===== src/design/shared_buffer_multi_queue_defines.svh =====
// assertion macros for the queue rtl
`ifndef SHARED_BUFFER_MULTI_QUEUE_DEFINES_SVH
`define SHARED_BUFFER_MULTI_QUEUE_DEFINES_SVH

// same-cycle implication, checked out of reset
`define SBMQ_ASSERT_IMP(lbl, ante, cons, msg) \
  lbl: assert property (@(posedge clk_i) disable iff (!rst_ni) (ante) |-> (cons)) \
    else $error(msg);

// next-cycle implication, checked out of reset
`define SBMQ_ASSERT_NXT(lbl, ante, cons, msg) \
  lbl: assert property (@(posedge clk_i) disable iff (!rst_ni) (ante) |=> (cons)) \
    else $error(msg);

`endif


===== src/design/sbmq_pkg.sv =====
package sbmq_pkg;

  localparam int SLOTS      = 64;
  localparam int QUEUES     = 4;
  localparam int DATA_WIDTH = 32;

  // fixed field widths of the ports
  localparam int ValueW = 32;
  localparam int QIdxW  = 2;

  localparam int SlotW  = $clog2(SLOTS);
  localparam int LinkW  = $clog2(SLOTS + 1);
  localparam int QSelW  = (QUEUES > 1) ? $clog2(QUEUES) : 1;

  typedef logic [SlotW-1:0]      slot_t;
  typedef logic [LinkW-1:0]      link_t;
  typedef logic [QSelW-1:0]      qsel_t;
  typedef logic [DATA_WIDTH-1:0] data_t;

  // null link code
  localparam link_t NIL = link_t'(SLOTS);

  typedef enum logic [0:0] {
    OP_PUSH = 1'b0,
    OP_POP  = 1'b1
  } op_e;

  typedef enum logic [0:0] {
    ST_IDLE = 1'b0,
    ST_EXEC = 1'b1
  } state_e;

endpackage


===== src/design/sbmq_ram.sv =====
module sbmq_ram #(
  parameter int Width = 8,
  parameter int Depth = 16
) (
  input  logic                                     clk_i,
  input  logic                                     we_i,
  input  logic [((Depth > 1) ? $clog2(Depth) : 1)-1:0] waddr_i,
  input  logic [Width-1:0]                         wdata_i,
  input  logic [((Depth > 1) ? $clog2(Depth) : 1)-1:0] raddr_i,
  output logic [Width-1:0]                         rdata_o
);

  logic [Width-1:0] mem_q [Depth];

  always_ff @(posedge clk_i) begin
    if (we_i) begin
      mem_q[waddr_i] <= wdata_i;
    end
    rdata_o <= mem_q[raddr_i];
  end

endmodule


===== src/design/shared_buffer_multi_queue.sv =====
// Several FIFO queues sharing one slot store, kept as linked lists with a
// free list of unused slots.
// Command channel: an operation transfers at the rising edge where start is
// high and busy is low; kind_i selects push (value_i) or pop, queue_index_i
// the queue. Each operation gives exactly one result: result_valid_o is high
// for one cycle with ok_o and popped_value_o. ok_o is low when a push finds
// the store full, a pop finds the queue empty, or the queue index is out of
// range; popped_value_o is zero except on a successful pop.
// The result is registered: an accepted operation moves the state to EXEC,
// and result_valid_o is set from EXEC. busy is high in the cycle after the
// transfer, so no new operation is taken until EXEC ends; this is set by the
// registered read of the link memory, whose entry is written back in EXEC.
// The receiver cannot stall: a result is on the ports for one cycle only.
// Reset: all queues empty, every slot free in ascending order. Untouched
// slots are tracked by an allocation counter, so no clearing pass is needed
// and the block accepts operations right after reset.
`include "shared_buffer_multi_queue_defines.svh"

module shared_buffer_multi_queue (
  input  logic                             clk_i,
  input  logic                             rst_ni,
  input  logic                             start,
  output logic                             busy,
  input  logic                             kind_i,
  input  logic [sbmq_pkg::QIdxW-1:0]       queue_index_i,
  input  logic signed [sbmq_pkg::ValueW-1:0] value_i,
  output logic                             result_valid_o,
  output logic                             ok_o,
  output logic signed [sbmq_pkg::ValueW-1:0] popped_value_o
);

  import sbmq_pkg::*;

  state_e state_q, state_d;
  link_t  free_head_q, free_head_d;
  link_t  fresh_q, fresh_d;
  link_t  head_q [QUEUES];
  link_t  tail_q [QUEUES];

  logic   op_pop_q;
  qsel_t  qsel_q;
  slot_t  slot_q;
  logic   op_ok_q;

  logic              result_valid_q;
  logic              ok_q;
  logic [ValueW-1:0] popped_q;

  qsel_t  qsel;
  logic   q_in_range;
  link_t  head_sel, tail_sel;
  logic   accept, is_pop;
  logic   free_valid, head_valid, tail_valid;
  logic   op_ok;
  slot_t  rd_slot;
  logic   exec;

  logic   link_we;
  slot_t  link_waddr;
  link_t  link_wdata;
  link_t  link_rdata;
  logic   data_we;
  data_t  data_rdata;

  assign qsel       = QSelW'(queue_index_i);
  assign q_in_range = (32'(queue_index_i) < 32'(QUEUES));
  assign head_sel   = head_q[qsel];
  assign tail_sel   = tail_q[qsel];
  assign accept     = start && !busy;
  assign is_pop     = (kind_i == OP_POP);
  assign free_valid = (free_head_q < NIL);
  assign head_valid = (head_sel < NIL);
  assign tail_valid = (tail_sel < NIL);
  assign op_ok      = q_in_range && (is_pop ? head_valid : free_valid);
  assign rd_slot    = is_pop ? head_sel[SlotW-1:0] : free_head_q[SlotW-1:0];
  assign exec       = (state_q == ST_EXEC);

  // state machine
  always_comb begin
    state_d = state_q;
    busy    = 1'b0;
    unique case (state_q)
      ST_IDLE: begin
        if (start) begin
          state_d = ST_EXEC;
        end
      end
      ST_EXEC: begin
        busy    = 1'b1;
        state_d = ST_IDLE;
      end
      default: state_d = ST_IDLE;
    endcase
  end

  always_ff @(posedge clk_i or negedge rst_ni) begin
    if (!rst_ni) begin
      state_q <= ST_IDLE;
    end else begin
      state_q <= state_d;
    end
  end

  // link memory write: tail relink on transfer, slot update on completion
  always_comb begin
    link_we    = 1'b0;
    link_waddr = slot_q;
    link_wdata = NIL;
    priority if (accept && !is_pop && op_ok && head_valid && tail_valid) begin
      link_we    = 1'b1;
      link_waddr = tail_sel[SlotW-1:0];
      link_wdata = free_head_q;
    end else if (exec && op_ok_q) begin
      link_we    = 1'b1;
      link_waddr = slot_q;
      link_wdata = op_pop_q ? free_head_q : NIL;
    end else begin
      link_we    = 1'b0;
    end
  end

  assign data_we = accept && !is_pop && op_ok;

  sbmq_ram #(
    .Width (LinkW),
    .Depth (SLOTS)
  ) u_link_ram (
    .clk_i   (clk_i),
    .we_i    (link_we),
    .waddr_i (link_waddr),
    .wdata_i (link_wdata),
    .raddr_i (rd_slot),
    .rdata_o (link_rdata)
  );

  sbmq_ram #(
    .Width (DATA_WIDTH),
    .Depth (SLOTS)
  ) u_data_ram (
    .clk_i   (clk_i),
    .we_i    (data_we),
    .waddr_i (free_head_q[SlotW-1:0]),
    .wdata_i (DATA_WIDTH'(unsigned'(value_i))),
    .raddr_i (rd_slot),
    .rdata_o (data_rdata)
  );

  // free list head and allocation counter
  always_comb begin
    free_head_d = free_head_q;
    fresh_d     = fresh_q;
    if (exec && op_ok_q) begin
      if (op_pop_q) begin
        free_head_d = link_t'(slot_q);
      end else if (link_t'(slot_q) == fresh_q) begin
        // never-allocated slot links to the next one
        free_head_d = link_t'(fresh_q + link_t'(1));
        fresh_d     = link_t'(fresh_q + link_t'(1));
      end else begin
        free_head_d = link_rdata;
      end
    end
  end

  always_ff @(posedge clk_i or negedge rst_ni) begin
    if (!rst_ni) begin
      free_head_q <= '0;
      fresh_q     <= '0;
    end else begin
      free_head_q <= free_head_d;
      fresh_q     <= fresh_d;
    end
  end

  // queue heads and tails
  always_ff @(posedge clk_i or negedge rst_ni) begin
    if (!rst_ni) begin
      for (int i = 0; i < QUEUES; i++) begin
        head_q[i] <= NIL;
        tail_q[i] <= NIL;
      end
    end else if (exec && op_ok_q) begin
      if (op_pop_q) begin
        head_q[qsel_q] <= link_rdata;
      end else begin
        if (!(head_q[qsel_q] < NIL)) begin
          head_q[qsel_q] <= link_t'(slot_q);
        end
        tail_q[qsel_q] <= link_t'(slot_q);
      end
    end
  end

  // operation held across the memory read
  always_ff @(posedge clk_i) begin
    if (accept) begin
      op_pop_q <= is_pop;
      qsel_q   <= qsel;
      slot_q   <= rd_slot;
    end
  end

  always_ff @(posedge clk_i or negedge rst_ni) begin
    if (!rst_ni) begin
      op_ok_q <= 1'b0;
    end else if (accept) begin
      op_ok_q <= op_ok;
    end
  end

  // result register
  always_ff @(posedge clk_i or negedge rst_ni) begin
    if (!rst_ni) begin
      result_valid_q <= 1'b0;
    end else begin
      result_valid_q <= exec;
    end
  end

  always_ff @(posedge clk_i) begin
    if (exec) begin
      ok_q     <= op_ok_q;
      popped_q <= (op_ok_q && op_pop_q) ? ValueW'(data_rdata) : '0;
    end
  end

  assign result_valid_o = result_valid_q;
  assign ok_o           = ok_q;
  assign popped_value_o = signed'(popped_q);

  `SBMQ_ASSERT_NXT(a_result_follows, exec, result_valid_q && !busy, "result missing after exec")
  `SBMQ_ASSERT_IMP(a_free_head_bound, 1'b1, free_head_q <= fresh_q, "free head not allocated")
  `SBMQ_ASSERT_IMP(a_head_allocated, accept && q_in_range && head_valid, head_sel < fresh_q, "queue head never allocated")
  `SBMQ_ASSERT_IMP(a_failed_zero, result_valid_q && !ok_q, popped_q == '0, "failed result not zero")

endmodule


===== config.mk =====
export PLATFORM = sky130hd
export DESIGN_NAME = shared_buffer_multi_queue
export DESIGN_NICKNAME = d
export VERILOG_FILES = /design/src/design/sbmq_pkg.sv /design/src/design/sbmq_ram.sv /design/src/design/shared_buffer_multi_queue.sv
export VERILOG_INCLUDE_DIRS = /design/src /design/src/design
export SDC_FILE = /design/constraint.sdc
export NUM_CORES = 2
export LEC_CHECK = 0
export BUFFER_PORTS_ARGS = -buffer_cell sky130_fd_sc_hd__buf_2
export CELL_PAD_IN_SITES_DETAIL_PLACEMENT = 1
export CELL_PAD_IN_SITES_GLOBAL_PLACEMENT = 1
export CORE_MARGIN = 5
export CORE_UTILIZATION = 25
export CTS_CLUSTER_DIAMETER = 30
export DETAILED_ROUTE_END_ITERATION = 8
export PLACE_DENSITY_LB_ADDON = 0.3
export SETUP_SLACK_MARGIN = 0.05
export SLEW_MARGIN = 20
export SYNTH_ARGS = -nofsm -noshare
export SYNTH_HDL_FRONTEND = slang
export SYNTH_HIERARCHICAL = 1
export SYNTH_SLANG_ARGS = --single-unit

===== constraint.sdc =====
create_clock -name clk_i -period 6.15 [get_ports clk_i]
set_clock_uncertainty 0.15 [all_clocks]
set_input_delay 1.845 -clock clk_i [delete_from_list [all_inputs] [get_ports clk_i]]
set_output_delay 1.845 -clock clk_i [all_outputs]
set_load 0.01 [all_outputs]

# == After elaboration in Yosys (flattened, before gate mapping) ==
# Memory sizes are Yosys's and may differ from the RTL's. A register that Yosys moved wholly into a read port is not among the register bits.
# Cells that the tools add are included.
# totals
word_cells,80
inputBits,38
memories,2
ram_bits,2496
reg_bits,115
output_inout_bits,35
# op_classes
bitwise_logic,4
addsub,1
n_eq_ne,2
n_lt_le_gt_ge,7
reduce_logical,13
n_mux,33
# memory_table
memory,depth,word_bits,read_ports,rd_ports_with_merged_regs,write_ports,line,rtl
u_data_ram.mem_q,64,32,1,1,1,sbmq_ram.sv:13,logic [Width-1:0] mem_q [Depth];
u_link_ram.mem_q,64,7,1,1,1,sbmq_ram.sv:13,
# ops
operator,n
bitwise mux 28 bit,3
2-to-1 mux 7 bit,12
2-to-1 mux 28 bit,2
binary-select mux 7 bit (select 2 bit),3
< comparator 7 bit (second input constant),4
demux 7 bit (select 2 bit),1
2-to-1 mux 6 bit,2
2-to-1 mux 1 bit,9
logical AND 1 bit,8
adder 7 x 1 -> 7 bit (second input constant),1
equality test 6 x 7 -> 1 bit,1
greater-or-equal comparator 3 bit (second input constant),2
NOT 2 -> 3 bit,2
AND reduction 2 bit,2
< comparator 3 x 1 -> 1 bit (second input constant),1
AND reduction 3 bit,1
zero test 1 bit,2
inequality test 2 bit (second input constant),1
NOT 1 bit,2
one-hot mux 1 bit (2 select lines),1

# == Longest topological paths before layout ==
# depth
depth_word,12
ltp_mapped,14

# == Modules after synthesis ==
# Netlist, hierarchy kept.
# modules_own_cells
module,area_per_inst_um2,seq_area_each_um2,cells_each,instances
sbmq_ram at u_data_ram,78515.3,62139.6,3324,1
sbmq_ram at u_link_ram,17635.7,13593.0,827,1
shared_buffer_multi_queue,5190.0,3098.0,386,1

# == Worst setup path before layout ==
# No wires, ideal clock.
# synth_path
path_type,input port to flip-flop
start,input port kind_i
end,memory u_data_ram/mem_q[48][0] (netlist bit) (enable)
arrival_ns,5.301
cell_stages,5
path_slack_ns,0.238
required_ns,5.539
cell_sequence,buf_2 -> nor4b_1 -> nor2b_1 -> nand4b_1 -> nor3_1
# synth_via
elab_chain_cells,5
# synth_rtl
element,line,rtl
start: declaration,shared_buffer_multi_queue.sv:24,"input logic kind_i,"
zero test 1 bit,shared_buffer_multi_queue.sv:122,assign data_we = accept && !is_pop && op_ok;
logical AND 1 bit,shared_buffer_multi_queue.sv:122,
logical AND 1 bit (*),shared_buffer_multi_queue.sv:122,
net data_we,shared_buffer_multi_queue.sv:62,logic data_we;
2-to-1 mux 1 bit (*),sbmq_ram.sv:16,if (we_i) begin
2-to-1 mux 1 bit (implied by the code) (*),sbmq_ram.sv:17,mem_q[waddr_i] <= wdata_i;
end: declaration,sbmq_ram.sv:13,
# The timed path passes the listed nets; every way through them passes the cells marked *.

# == Worst setup path in the final report ==
# layout_path
start,input port queue_index_i[0] (netlist bit)
end,register u_data_ram.rdata_o[1] (read register of u_data_ram.mem_q)
# layout_via
elab_chain_cells,5
# layout_rtl
element,line,rtl
start: declaration,shared_buffer_multi_queue.sv:25,"input logic [sbmq_pkg::QIdxW-1:0] queue_index_i,"
NOT 2 -> 3 bit (implied by the code),shared_buffer_multi_queue.sv:67,assign head_sel = head_q[qsel];
binary-select mux 7 bit (select 2 bit),shared_buffer_multi_queue.sv:67,
2-to-1 mux 7 bit (implied by the code) (2 in a row),shared_buffer_multi_queue.sv:67,
2-to-1 mux 6 bit,shared_buffer_multi_queue.sv:75,assign rd_slot = is_pop ? head_sel[SlotW-1:0] : free_head_q[SlotW-1:0];
net rd_slot[0],shared_buffer_multi_queue.sv:55,slot_t rd_slot;
end: declaration,sbmq_ram.sv:10,output logic [Width-1:0] rdata_o
# The timed path passes the listed nets, and every way through them passes these cells. The select of a mux whose other input is x is not followed.
# A chain may end at the register's enable or synchronous reset.

==> results by group <==
Outcome
  – Run status: finished clean

Worst setup path
  – Delay of the slowest cell on the worst path: 0.67 ns
  – Reg-to-Reg End: u_data_ram/rdata_o[25]
  – Crit Reg-Reg Startpoint: free_head_q[0]
  – Type of origin of the critical path: input pin
  – Cell Chain, Critical Path: buf_2 -> mux4_2 -> mux2_8 -> buf_4 -> mux4_2 -> mux4_2 -> o22ai_1 -> nor2_1
  – Worst Path Max Fanout: 27
  – Origin of the worst setup path: queue_index_i[0]
  – Startpoint-to-endpoint class of the critical path: input pin to flop
  – Worst setup slack for register-to-register paths: 2.06 ns
  – Cell with the largest stage delay on the worst path: o22ai_1
  – Endpoint arrival time on the critical path: 5.50 ns
  – Required time of the critical path: 6.73 ns
  – Worst-case reg-to-reg path depth: 8
  – Crit path to: u_data_ram/rdata_o[1]
  – Most frequent cell on the critical path: mux4_2
  – Capturing element type of the critical path: flop

Synth
  – Compound-gate portion of the synthesized area: 2.077%
  – Simple-Gate Fraction of Synth Area: 2.212%
  – Share of the synthesized netlist area taken by xor and xnor gates: 0.1383%
  – Top FF cell, synth: edfxtp_1
  – Distinct cells, synth: 66
  – Register area share after synthesis: 77.79%
  – Adder and majority cell fraction of the synthesized area: 0.01235%
  – Flops & latches, synth: 2650
  – Post-Synthesis Cell Area: 101300 sq um
  – Average instance area after synthesis: 22.34 sq um
  – Number of cells produced by synthesis: 4537
  – Number of flops mapped to enable cells by yosys: 2538
  – Net count after synthesis: 4576
  – Combinational family with the most area after synthesis: multiplexers
  – Multiplexer share of the synthesized area: 16.49%
  – Yosys warnings: 6
  – Async set or reset register ratio after synthesis: 2.755%

Floorplanning
  – X dimension of the die: 646.7 microns
  – Placeable Area: 403200 sq um
  – Area of the die: 418200 sq um
  – Overall die height: 646.7 microns
  – I/O pin total: 73
  – Count of standard-cell rows: 233
  – Initial core utilization: 25.14%

Drt
  – Routed wire length: 291.6 mm
  – Remaining design rule violation count: 0
  – Average wire length per cell after detail routing: 26.62 microns
  – Number of iterations in the first detailed-routing pass: 7
  – Final antenna-violating net count: 0
  – Average vias per placed instance: 4.557
  – Count of routing violations after the opening detailed-route iteration: 4147
  – Total number of vias: 49910

Global routing
  – First-pass GRT wire length: 415.6 mm
  – Largest net degree at the start of global routing: 65
  – Via count of the first global-routing pass: 54340
  – Overall overflow remaining after global route: 0
  – Initial antenna violation count: 14
  – Combined global-route utilization of all metal layers: 13.65%

Timing
  – Final setup vio count: 0
  – Final Hold Violating Endpoints: 0
  – Sum Neg Setup Slack: 0 ns
  – Relative slew margins: 36.82%
  – Final cycle utilization of the critical path: 80.08%
  – Unrepaired setup endpoints after global routing: no
  – Least-Margin Pin Slew: 0.9477 ns
  – Max Fclk: 203.0 MHz
  – Final critical path time including I/O delays and setup: 4.925 ns
  – Max-slew violation total from the final report: 0

Final layout
  – Final-stage net count: 5178
  – Utilization of the core after routing: 31.51%
  – Most used cells in the layout excluding fill and tap cells: 2538 x edfxtp_1, 669 x mux4_2, 486 x clkbuf_16
  – Ratio of cells with drive above 1 in the final layout: 35.43%
  – Post-synthesis to final-layout area growth: 25.38%
  – Number of standard cells in the final layout excluding fillers: 10950
  – Most common cell after layout, fill and taps aside: edfxtp_1

Clocking
  – Clock Tree Buf Depth: 4
  – Clock latency at the later pin of the worst-skew pair: 0.91 ns
  – Hold buffer count at cts: 0
  – # clock sinks: 2650
  – Clock tree from TritonCTS: done
  – Htree depth: 5
  – Clock transition at the registers of the reported paths: 0.05 ns
  – Resized cells post-CTS: 0
  – Number of CTS-inserted buffers: 474
  – Number of setup buffers added after CTS: 0
  – Clock Root Buffer: clkbuf_16

Placed design
  – Placed cells: 10070
  – Final weighted congestion of routability-driven global placement: 0.7446
  – IO Port Bufs: 72
  – DPL Wire Length: 170.9 mm

Worst hold path
  – Hold Path Class: flop to flop

Pwr
  – Cell Pwr Density: 497.7 nW/um^2
  – Static Leakage: 40.62 nW
  – Overall Power: 63.24 mW
  – VDD IR-drop max: 0.2503 mV

Run
  – Reported max-cap violation count: 0
routing by layer:
metal / vias up / global-route usage [%] / wire length, microns / share of wire [%]
met2: 1302 / 23.85 / 148600 / 51
met4: 2 / 3.243 / 6085 / 2.1
met3: 442 / 2.126 / 13260 / 4.5
met5: - / 0 / 13 / 0.0045
li1: 20560 / - / - / -
met1: 27600 / 17.78 / 123600 / 42
metrics by stage:
step / area (sq um) / worst slack (ns) / hold WS, ns
final: 127100 / 1.225 / 0.3297
after global placement: 110600 / 0.2627 / 0.3057
after floorplan: 101300 / 0.2383 / 0.2696
after detailed placement: 110600 / 0.2397 / 0.3246
after CTS: 127000 / 1.238 / 0.3334
after global routing: 127100 / 1.073 / 0.3419
critical path: cells and delay by family:
| family | cells | cell delay [ns] |
|---|---|---|
| mux | 4 | 2.13 |
| buf+inv | 2 | 0.69 |
| simple gates | 1 | 0.10 |
| compound gates | 1 | 0.67 |
report_power, final:
part	leakage [nW]	switching [mW]	internal, mW	total [mW]
Clock	7.90	9.02	17.6	26.6
Combinational	8.58	8.92	6.53	15.5
Sequential	24.1	0.532	20.6	21.2
cell families after synthesis:
group | after synthesis
simple gates | 464
buf+inv | 263
mux | 827
flops | 2650
fa+ha+maj | 1
compound gates | 316
xor+xnor | 16
flip-flops by register name, indices dropped and copies added, names as in the netlist:
name	flops
tail_q	28
popped_value_o	32
u_data_ram/mem_q	2048
ok_o	1
slot_q	6
op_ok_q	1
op_pop_q	1
u_link_ram/rdata_o	7
head_q	28
u_data_ram/rdata_o	32
u_link_ram/mem_q	448
qsel_q	2
result_valid_o	1
exec	1
free_head_q	7
fresh_q	7
cells in the mapped netlist (5+ instances only):
cell	n	area share, %
clkbuf_1	111	0.41
or3_1	6	0.037
dfxtp_1	39	0.77
nand3b_1	10	0.074
buf_4	31	0.23
nand2_1	65	0.24
and2_1	12	0.074
and3_1	40	0.25
buf_6	11	0.12
mux2_2	39	0.43
nand2b_1	16	0.099
o221ai_1	36	0.31
o22ai_1	96	0.59
a22oi_1	20	0.15
nor2_1	225	0.83
nand3_1	21	0.10
mux2i_1	117	1.2
a41o_1	6	0.059
mux4_2	669	15
dfstp_2	8	0.21
buf_1	22	0.081
buf_2	79	0.39
dfrtp_1	65	1.6
o21ai_0	29	0.14
edfxtp_1	2538	75
xnor2_1	7	0.060
a311oi_1	9	0.078
nor3_1	15	0.074
a21oi_1	77	0.38
xor2_1	9	0.078
inv_1	8	0.030
o31ai_1	8	0.059
or3b_2	5	0.043
nor2b_1	24	0.15
o21ai_1	5	0.025
a221o_1	6	0.059
cell type report:
class | count | area, sq um
inverters | 8 | 30.03
flip-flops and latches | 2650 | 78840
clock buffers | 545 | 12540
clock inverters | 335 | 3916
multi-input cells | 1624 | 21790
well taps | 5405 | 6763
fillers | 40100 | 276100
repair buffers | 381 | 3168
diodes | 5 | 12.51
worst min-delay path by stage:
| stage | startpoint | cells after the start | to |
|---|---|---|---|
| after floorplan | op_ok_q | 0 | ok_o |
| after global placement | head_q[4] | 2 | head_q[4] |
| after detailed placement | tail_q[6] | 1 | tail_q[6] |
| after CTS | tail_q[6] | 1 | tail_q[6] |
| after global routing | tail_q[6] | 1 | tail_q[6] |
| final | head_q[4] | 2 | head_q[4] |
No activity file was read; power rests on OpenSTA's default activity.
